## config.mk

```make
export PLATFORM = sky130hd
export DESIGN_NAME = ffpm_circle
export DESIGN_NICKNAME = d
export VERILOG_FILES = /design/src/rtl/core/ffpm_pkg.sv /design/src/rtl/core/ffpm_circle.sv
export SDC_FILE = /design/constraint.sdc
export NUM_CORES = 1
export LEC_CHECK = 0
export ABC_CLOCK_PERIOD_IN_PS = 7700
export BUFFER_PORTS_ARGS = -buffer_cell sky130_fd_sc_hd__buf_2
export CORE_MARGIN = 5
export CORE_UTILIZATION = 60
export CTS_CLUSTER_SIZE = 28
export DETAILED_ROUTE_END_ITERATION = 7
export GPL_TIMING_DRIVEN = 0
export PLACE_DENSITY = 0.78
export SLEW_MARGIN = 20
export SYNTH_ARGS = -nofsm -noshare
export SYNTH_HDL_FRONTEND = slang
export SYNTH_SLANG_ARGS = --single-unit
```

## constraint.sdc

```tcl
create_clock -name clk -period 7.7 [get_ports clk]
set_clock_uncertainty 0.2 [all_clocks]
set_input_delay 1.54 -clock clk [delete_from_list [all_inputs] [get_ports clk]]
set_output_delay 1.54 -clock clk [all_outputs]
set_load 0.01 [all_outputs]
```

## src/rtl/core/ffpm_pkg.sv

```systemverilog
// ----------------------------------------------------------------------------
// Fractal fold pixel mask - shared definitions
// Coordinate types, register map, reset values and fixed point helpers.
// ----------------------------------------------------------------------------
package ffpm_pkg;

	localparam int FOLD_STAGES_DEF = 2;
	localparam int FRAC_BITS_DEF   = 16;
	localparam int MAX_DIM_DEF     = 1024;

	localparam int COORD_W    = 40;
	localparam int ANGLE_W    = 18;
	localparam int ZOOM_W     = 18;
	localparam int CTR_W      = 17;
	localparam int STEP_W     = 17;
	localparam int CFG_IDX_W  = 3;
	localparam int CFG_DATA_W = 18;
	localparam int WIDE_W     = 64;

	typedef logic signed [COORD_W-1:0] coord_t;
	typedef logic signed [ANGLE_W-1:0] angle_t;
	typedef logic        [ZOOM_W-1:0]  zoom_t;
	typedef logic        [CTR_W-1:0]   ctr_t;
	typedef logic        [STEP_W-1:0]  step_t;
	typedef logic signed [WIDE_W-1:0]  wide_t;

	typedef struct packed {
		coord_t x;
		coord_t y;
	} pt_t;

	typedef struct packed {
		angle_t cos_angle;
		angle_t sin_angle;
		zoom_t  zoom;
		ctr_t   center_x;
		ctr_t   center_y;
		step_t  step_x;
		step_t  step_y;
	} cfg_t;

	typedef enum logic [CFG_IDX_W-1:0] {
		REG_COS_ANGLE,
		REG_SIN_ANGLE,
		REG_ZOOM,
		REG_CENTER_X,
		REG_CENTER_Y,
		REG_STEP_X,
		REG_STEP_Y
	} cfg_reg_e;

	localparam cfg_t CFG_RST = '{
		cos_angle: 18'sd65536,
		sin_angle: 18'sd0,
		zoom:      18'd98304,
		center_x:  17'd32768,
		center_y:  17'd32768,
		step_x:    17'd65536,
		step_y:    17'd65536
	};

	localparam wide_t COORD_MAX = (wide_t'(1) <<< (COORD_W - 1)) - wide_t'(1);
	localparam wide_t COORD_MIN = -COORD_MAX - wide_t'(1);

	function automatic coord_t sat_coord(input wide_t v);
		coord_t r;
		if (v > COORD_MAX)
			r = coord_t'(COORD_MAX[COORD_W-1:0]);
		else if (v < COORD_MIN)
			r = coord_t'(COORD_MIN[COORD_W-1:0]);
		else
			r = coord_t'(v[COORD_W-1:0]);
		return r;
	endfunction

	// round half up from 2*frac to frac fraction bits, then saturate
	function automatic coord_t round_frac(input wide_t v, input int frac);
		wide_t w;
		w = v + (wide_t'(1) <<< (frac - 1));
		return sat_coord(w >>> frac);
	endfunction

	// offset subtracted by fold stage number stage
	function automatic coord_t fold_offset(input int stage, input int frac);
		longint off;
		off = ((longint'(3) << frac) + 5) / 10;
		for (int i = 0; i < stage; i++)
			off = (off * 10 + 10) / 21;
		return coord_t'(off);
	endfunction

endpackage

```

## src/rtl/core/ffpm_circle.sv

```systemverilog
// ----------------------------------------------------------------------------
// Fractal fold pixel mask - circle test
// Marks a point lit when it lies inside the final circle; the last stage
// is the output register.
// ----------------------------------------------------------------------------
module ffpm_circle #(
	parameter int FOLD_STAGES = ffpm_pkg::FOLD_STAGES_DEF,
	parameter int FRAC_BITS   = ffpm_pkg::FRAC_BITS_DEF,
	parameter int MAX_DIM     = ffpm_pkg::MAX_DIM_DEF
) (
	input  logic                           clk,
	input  logic                           arst_n,
	input  logic                           in_valid,
	output logic                           in_stall,
	input  ffpm_pkg::pt_t                  in_pt,
	input  logic [2*$clog2(MAX_DIM)-1:0]   in_tag,
	output logic                           out_valid,
	input  logic                           out_stall,
	output logic                           lit,
	output logic [2*$clog2(MAX_DIM)-1:0]   out_tag
);
	import ffpm_pkg::*;

	localparam int TAG_W = 2 * $clog2(MAX_DIM);
	localparam int AB_W  = COORD_W + 1;
	localparam int M_W   = FRAC_BITS - 2;
	localparam int SQ_W  = 2 * M_W;
	localparam int SUM_W = SQ_W + 1;
	localparam int LHS_W = SUM_W + 4 + 2 * FOLD_STAGES;
	localparam logic signed [AB_W-1:0] LIM   = AB_W'(1) <<< (FRAC_BITS - 3);
	localparam logic [LHS_W-1:0]       BOUND = LHS_W'(1) << (2 * FRAC_BITS);

	logic vld_s1, vld_s2, vld_s3;
	logic adv1, adv2, adv3;

	logic [TAG_W-1:0] tag_s1, tag_s2, tag_s3;
	logic signed [AB_W-1:0] abs_x, abs_y;
	logic near_s1, near_s2, lit_s3;
	logic [M_W-1:0] mx_s1, my_s1;
	logic [SQ_W-1:0] sqx_s2, sqy_s2;
	logic [SUM_W-1:0] sum;
	logic [LHS_W-1:0] lhs;

	assign adv3 = !vld_s3 || !out_stall;
	assign adv2 = !vld_s2 || adv3;
	assign adv1 = !vld_s1 || adv2;
	assign in_stall = !adv1;

	assign abs_x = in_pt.x[COORD_W-1] ? -AB_W'(in_pt.x) : AB_W'(in_pt.x);
	assign abs_y = in_pt.y[COORD_W-1] ? -AB_W'(in_pt.y) : AB_W'(in_pt.y);

	// 9 * (x^2 + y^2) * 4^stages
	assign sum = SUM_W'(sqx_s2) + SUM_W'(sqy_s2);
	assign lhs = ((LHS_W'(sum) << 3) + LHS_W'(sum)) << (2 * FOLD_STAGES);

	always_ff @(posedge clk or negedge arst_n) begin
		if (!arst_n) begin
			vld_s1 <= 1'b0;
			vld_s2 <= 1'b0;
			vld_s3 <= 1'b0;
		end else begin
			if (adv1) vld_s1 <= in_valid;
			if (adv2) vld_s2 <= vld_s1;
			if (adv3) vld_s3 <= vld_s2;
		end
	end

	always_ff @(posedge clk) begin
		if (adv1) begin
			tag_s1  <= in_tag;
			near_s1 <= (abs_x <= LIM) && (abs_y <= LIM);
			mx_s1   <= abs_x[M_W-1:0];
			my_s1   <= abs_y[M_W-1:0];
		end
		if (adv2) begin
			tag_s2  <= tag_s1;
			near_s2 <= near_s1;
			sqx_s2  <= SQ_W'(mx_s1) * SQ_W'(mx_s1);
			sqy_s2  <= SQ_W'(my_s1) * SQ_W'(my_s1);
		end
		if (adv3) begin
			tag_s3 <= tag_s2;
			lit_s3 <= near_s2 && (lhs <= BOUND);
		end
	end

	assign out_valid = vld_s3;
	assign lit       = lit_s3;
	assign out_tag   = tag_s3;

endmodule

```

==> impl_metrics.py, run 1 <==
metrics = {
    "timing": {
        "fin_hold_ws_ns": 0.2181,
        "finalMaxSlewViolations": 0,
        "tightestPinTransition_ns": 0.9891,
        "grt_setup_unrepaired": "yes",
        "portion_of_the_clock_cycle_consumed_by_the_worst_path_in_the_final_layout_pct": 95.92,
        "max_transition_margin_pct": 33.45,
        "fmax_ghz": 0.1354,
        "hold_viol": 0,
        "final.setup.tns_ns": 0,
        "fin_crit_ns": 7.386,
        "setup_violations": 0,
    },
    "clock_network": {
        "tritoncts_num_sinks": 148,
        "cts_hold_buf": 0,
        "max_clock_buf_depth": 2,
        "cts-buffers-inserted": 17,
        "postCtsSetupBuffers": 0,
        "htree_num_levels": 4,
        "insertion_delay_ns": 0.45,
        "clock_tree.root_cell": "sky130_fd_sc_hd__clkbuf_16",
        "cts.reportedPaths.clkPinSlew_ns": 0.06,
        "postCtsResizedCells": 2,
        "tritoncts_clock_tree": "yes",
    },
    "critical_path": {
        "timing.critical_path.arrival_ns": 7.36,
        "critPathKind": "flop to flop",
        "cp_max_fo": 10,
        "crit_path_end_kind": "flop",
        "startpoint_type": "flop",
        "worst_path_largest_cell_delay_ns": 0.57,
        "worst_setup_path_startpoint": "mx_s1[7]",
        "critical-path-slowest-cell": "sky130_fd_sc_hd__edfxtp_1",
        "r2r_slack_ns": 0.31,
        "worst_reg2reg_endpoint": "sqx_s2[25]",
        "path_cells": "clkbuf_2, nand2_1, fa_1, fa_1, inv_1, fa_1, inv_1, fa_1, inv_1, fa_1, inv_1, fa_1, inv_1, ha_1, a41oi_1, o21ai_0, a21o_1, a21oi_1, o21ai_0, a2111oi_2, or2_2, o21ai_0, xor2_1",
        "reg2regPathDepth": 23,
        "crit_path_frequent_cell": "sky130_fd_sc_hd__fa_1",
        "worst_r2r_startpoint": "mx_s1[7]",
        "timing.critical_path.required_ns": 7.68,
    },
    "floorplan": {
        "fp-row-count": 68,
        "die_h_um": 196.1,
        "floorplan.core_area_um2": 34370,
        "die_width_um": 196.1,
        "pin_count": 127,
        "design.die.area_um2": 38450,
        "initial_core_utilization_pct": 60.44,
    },
    "detailed_routing": {
        "dr.first_iter.drc_count": 793,
        "dr_total_vias": 16415,
        "drtPass1Iterations": 5,
        "detail_route.wl_per_cell_um": 17.03,
        "wirelength_um": 47920,
        "drc": 0,
        "route.antenna.remaining_nets": 0,
        "via_per_inst": 5.835,
    },
    "global_routing": {
        "grt_start_max_net_pins": 44,
        "grt_overflow": 0,
        "via_count_of_the_first_global_routing_pass": 17261,
        "grtUsageTotal_pct": 25.64,
        "antenna_found_initial": 0,
        "wire_length_of_the_first_global_routing_pass_um": 81090,
    },
    "yosys": {
        "ys_types": 81,
        "synthTopCellsByCount": "sky130_fd_sc_hd__inv_1 (399), sky130_fd_sc_hd__fa_1 (238), sky130_fd_sc_hd__ha_1 (230)",
        "synth_flop_cell": "sky130_fd_sc_hd__edfxtp_1",
        "synth-seq-cells": 148,
        "ys_async_sr_fraction_pct": 2.027,
        "most_frequent_cell_after_synthesis": "sky130_fd_sc_hd__inv_1",
        "main_area_contributors_after_synthesis": "sky130_fd_sc_hd__fa_1 (23%), sky130_fd_sc_hd__edfxtp_1 (21%), sky130_fd_sc_hd__ha_1 (14%), sky130_fd_sc_hd__inv_1 (7.2%), sky130_fd_sc_hd__xnor2_1 (3.9%)",
        "synth_largest_area_cell": "sky130_fd_sc_hd__fa_1",
        "sequential_element_share_of_the_synthesized_area_pct": 21.32,
        "count_of_warnings_emitted_by_yosys": 0,
        "yosysTopAreaCellShare_pct": 22.93,
        "postSynthNetCount": 2770,
        "netlist_instances": 2198,
        "syn_area_per_cell_um2": 9.452,
        "post_synth_instance_area_um2": 20780,
        "number_of_synthesized_flops_with_an_enable_pin": 145,
    },
    "min_path": {
        "hold_path.class": "flop to flop",
        "hp-start": "tag_s1[12]",
        "holdPathStages": 0,
        "timing.hold.worst_endpoint": "tag_s2[12]",
    },
    "placed_design": {
        "placement.cell_area_um2": 22040,
        "place_congestion": 0.9431,
        "dpl.hpwl_um": 39570,
        "buffer_ports.inserted": 123,
    },
    "cells_and_area": {
        "design.final.nets": 2917,
        "fillers": 2781,
        "antenna-diode-count": 0,
        "fin_area_um2": 22650,
        "synthToLayoutAreaGrowth_pct": 9.034,
        "post_route_cells_drive_above_1_share_pct": 8.821,
        "finalCoreUtilization_pct": 65.90,
    },
    "run": {
        "timing.max_cap.violations": 0,
    },
    "status": {
        "status": "complete, no violations",
    },
}
[area by class of cell]
type	count	area (um2)	share of cell area, %
Timing Repair Buffer	128	684.4	3.021
Tap cell	455	569.3	2.513
Clock inverter	15	166.4	0.7346
Multi-Input combinational cell	1598	14670	64.75
Inverter	399	1498	6.611
Clock buffer	17	425.4	1.878
Buffer	53	212.7	0.9390
Sequential cell	148	4429	19.55
[metrics by stage]
step / worst slack [ns] / instances
after floorplan: 0.8956 / 2198
after global placement: -0.1623 / 2776
after detailed placement: -0.2145 / 2781
after CTS: 0.1763 / 2813
after global routing: -0.01521 / 2813
final: 0.3142 / 2813
[layer usage]
| metal | vias to the layer above | routed length, um | GRT usage, % |
|---|---|---|---|
| met5 | - | 0 | 0 |
| met4 | 0 | 1395 | 8.430 |
| met3 | 100 | 3580 | 5.152 |
| met2 | 584 | 23320 | 44.19 |
| met1 | 7971 | 19620 | 32.56 |
| li1 | 7760 | - | - |
[registers in the layout, summed over array words and instances (netlist names)]
register and count:
out_valid 1, mx_s1 14, near_s2 1, tag_s2 20
tag_s1 20, my_s1 14, out_tag 20, vld_s1 1
sqy_s2 27, near_s1 1, lit 1, sqx_s2 27
vld_s2 1
[cell families after synthesis]
logic type | synth area share [%]
buffers and inverters | 8.172
flip-flops | 21.32
AO/OA/AOI/OAI | 12.81
multiplexers | 0.7588
adder cells (fa/ha/maj) | 36.78
XOR/XNOR | 5.101
AND/OR/NAND/NOR | 15.06
[critical path, delay by kind of cell, from the launching register on]
kind,cells,cell delay [ns]
buf+inv,6,0.60
xor+xnor,1,0.16
flops,1,0.57
compound gates,7,1.74
simple gates,2,0.36
fa+ha+maj,7,3.50
[worst max-delay path by stage]
stage                            end  cells after the start  slack, ns
after CTS                 sqx_s2[25]                     23       0.18
after detailed placement  sqx_s2[27]                     23      -0.21
final                     sqx_s2[25]                     23       0.31
after floorplan           sqx_s2[25]                     23       0.90
after global placement    sqx_s2[25]                     23      -0.16
after global routing      sqy_s2[24]                     23      -0.02
[layout by cell type (no fill, tap or decap), types with 12 or more instances in the layout]
master,netlist,final
sky130_fd_sc_hd__nor2b_1,17,17
sky130_fd_sc_hd__nor4_1,20,20
sky130_fd_sc_hd__edfxtp_1,145,145
sky130_fd_sc_hd__xnor2_1,93,93
sky130_fd_sc_hd__o21ai_0,71,71
sky130_fd_sc_hd__inv_1,399,399
sky130_fd_sc_hd__a21o_1,48,48
sky130_fd_sc_hd__nand2_1,161,161
sky130_fd_sc_hd__nor2_1,109,109
sky130_fd_sc_hd__nand3_1,36,35
sky130_fd_sc_hd__o31ai_1,16,16
sky130_fd_sc_hd__nand4_1,16,16
sky130_fd_sc_hd__clkbuf_1,49,39
sky130_fd_sc_hd__o21bai_1,13,13
sky130_fd_sc_hd__a31oi_1,16,16
sky130_fd_sc_hd__xor2_1,28,28
sky130_fd_sc_hd__nand2b_1,30,30
sky130_fd_sc_hd__clkbuf_16,0,17
sky130_fd_sc_hd__or2_2,14,14
sky130_fd_sc_hd__a21oi_1,87,87
sky130_fd_sc_hd__and2_1,88,88
sky130_fd_sc_hd__fa_1,238,238
sky130_fd_sc_hd__and3_1,13,13
sky130_fd_sc_hd__buf_2,1,124
sky130_fd_sc_hd__or3_1,18,18
sky130_fd_sc_hd__ha_1,230,230
sky130_fd_sc_hd__o21a_1,12,12
sky130_fd_sc_hd__nor3_1,40,40
Power of run 1 is left out: the tool's default activity adds up to more than one toggle a clock period on the data nets, which glitch-free logic cannot reach.
==> run 2, diff against run 1 <==
CORE_MARGIN = default   (was 5)
MAX_ROUTING_LAYER = met4   (was default)
==> impl_metrics.py, run 2 (synthesis gave the netlist of run 1 again) <==
metrics = {
    "cells_and_area": {
        "most-common-layout-cells": "sky130_fd_sc_hd__inv_1 (399), sky130_fd_sc_hd__fa_1 (238), sky130_fd_sc_hd__ha_1 (230), sky130_fd_sc_hd__nand2_1 (161), sky130_fd_sc_hd__edfxtp_1 (145)",
        "final-seq-area_um2": 4429,
        "area_of_the_multi_input_gates_um2": 14690,
        "layout.cells.most_common": "sky130_fd_sc_hd__inv_1",
        "top_regs": "sqx_s2: 27 flops, sqy_s2: 27 flops",
        "antenna-diode-count": 0,
        "fillers": 2688,
        "design.final.nets": 2922,
        "synthToLayoutAreaGrowth_pct": 9.370,
        "post_route_cells_drive_above_1_share_pct": 9.141,
        "finalCoreUtilization_pct": 67.26,
    },
    "clock_network": {
        "clock_tree.root_cell": "sky130_fd_sc_hd__clkbuf_16",
        "tritoncts_clock_tree": "yes",
        "tritoncts_num_sinks": 148,
        "htree_num_levels": 4,
        "max_clock_buf_depth": 2,
        "cts-buffers-inserted": 17,
        "cts.reportedPaths.clkPinSlew_ns": 0.08,
        "insertion_delay_ns": 0.45,
        "cts_hold_buf": 0,
    },
    "floorplan": {
        "design.die.area_um2": 35380,
        "fp-row-count": 67,
        "initial_core_utilization_pct": 61.50,
        "die_h_um": 188.1,
        "die_width_um": 188.1,
        "floorplan.core_area_um2": 33780,
        "pin_count": 127,
    },
    "timing": {
        "max_transition_margin_pct": 35.70,
        "final.setup.tns_ns": 0,
        "tightestPinTransition_ns": 0.9558,
        "setup_violations": 0,
        "fin_crit_ns": 7.287,
        "fmax_ghz": 0.1372,
        "finalMaxSlewViolations": 0,
        "portion_of_the_clock_cycle_consumed_by_the_worst_path_in_the_final_layout_pct": 94.63,
        "fin_hold_ws_ns": 0.2163,
        "hold_viol": 0,
        "grt_setup_unrepaired": "no",
    },
    "critical_path": {
        "critical-path-slowest-cell": "sky130_fd_sc_hd__fa_1",
        "timing.critical_path.arrival_ns": 7.28,
        "crit_path_end_kind": "flop",
        "crit_path_frequent_cell": "sky130_fd_sc_hd__fa_1",
        "worst_path_largest_cell_delay_ns": 0.58,
        "critPathKind": "flop to flop",
        "timing.critical_path.required_ns": 7.69,
        "path_cells": "clkbuf_2, nand2_1, fa_1, fa_1, inv_1, fa_1, inv_1, fa_1, inv_1, fa_1, inv_1, fa_1, inv_1, ha_1, a21o_1, a21o_1, a21o_1, a221oi_1, a21oi_1, o2111ai_1, a21oi_1, o41ai_1, xnor2_1",
        "startpoint_type": "flop",
        "cp_max_fo": 10,
    },
    "global_routing": {
        "grtUsageTotal_pct": 29.21,
        "antenna_found_initial": 0,
        "wire_length_of_the_first_global_routing_pass_um": 79990,
        "grt_overflow": 0,
        "via_count_of_the_first_global_routing_pass": 16988,
        "grt_start_max_net_pins": 47,
    },
    "detailed_routing": {
        "dr.first_iter.drc_count": 936,
        "drc": 0,
        "dr_total_vias": 16476,
        "drtPass1Iterations": 7,
        "via_per_inst": 5.861,
        "route.antenna.remaining_nets": 0,
        "detail_route.wl_per_cell_um": 17.09,
        "wirelength_um": 48040,
    },
    "status": {
        "status": "complete, no violations",
    },
    "placed_design": {
        "dpl.hpwl_um": 39230,
        "place_congestion": 0.9632,
        "buffer_ports.inserted": 123,
    },
    "min_path": {
        "hold_path.class": "flop to flop",
    },
    "run": {
        "timing.max_cap.violations": 0,
    },
}
==> run 2: what timing repair did <==
item,CTS,global route
setup endpoints to repair,5,9
setup buffers,0,5
gates resized for setup,2,26
cloned,0,0
==> run 2: worst paths after layout <==
check	from	end	slack (ns)	cells after the start
max in group asynchronous	arst_n	out_valid	6.52	1
min in group asynchronous	arst_n	vld_s2	0.66	1
min	tag_s1[2]	tag_s2[2]	0.22	0
max	my_s1[7]	sqy_s2[24]	0.41	23
max reg2reg	my_s1[7]	sqy_s2[24]	0.41	23
min reg2reg	tag_s1[2]	tag_s2[2]	0.22	0
==> run 2: final cells by class <==
cell class,count,share of cell area (%)
Tap cell,448,2.467
Timing Repair Buffer,133,3.194
Clock buffer,17,1.872
Buffer,53,0.9471
Clock inverter,15,0.8039
Inverter,399,6.591
Multi-Input combinational cell,1598,64.63
Sequential cell,148,19.49
==> run 2: critical path, delay by kind of cell (launching register included) <==
family          cells  cell delay (ns)
fa+ha+maj           7             3.55
compound gates      8             1.88
buf+inv             6             0.62
flops               1             0.57
simple gates        1             0.12
xor+xnor            1             0.10
==> run 2: layer usage <==
metal  vias up  part of all wire [%]  GRT usage (%)
met4         0                   2.5          9.537
met1      7992                    42          35.26
met3        91                   7.8          7.430
li1       7794                     -              -
met5         -                     0              -
met2       599                    48          47.76
==> run 2: through the flow <==
step / cell area [um2] / setup WS, ns / std cells
2_1_floorplan: 20780 / 0.8956 / 2198
3_3_place_gp: 21950 / -0.1697 / 2769
3_5_place_dp: 22040 / -0.2670 / 2774
4_1_cts: 22650 / 0.1608 / 2806
5_1_grt: 22720 / 0.04238 / 2811
6_report: 22720 / 0.4134 / 2811
Power of run 2 is left out for the same reason.
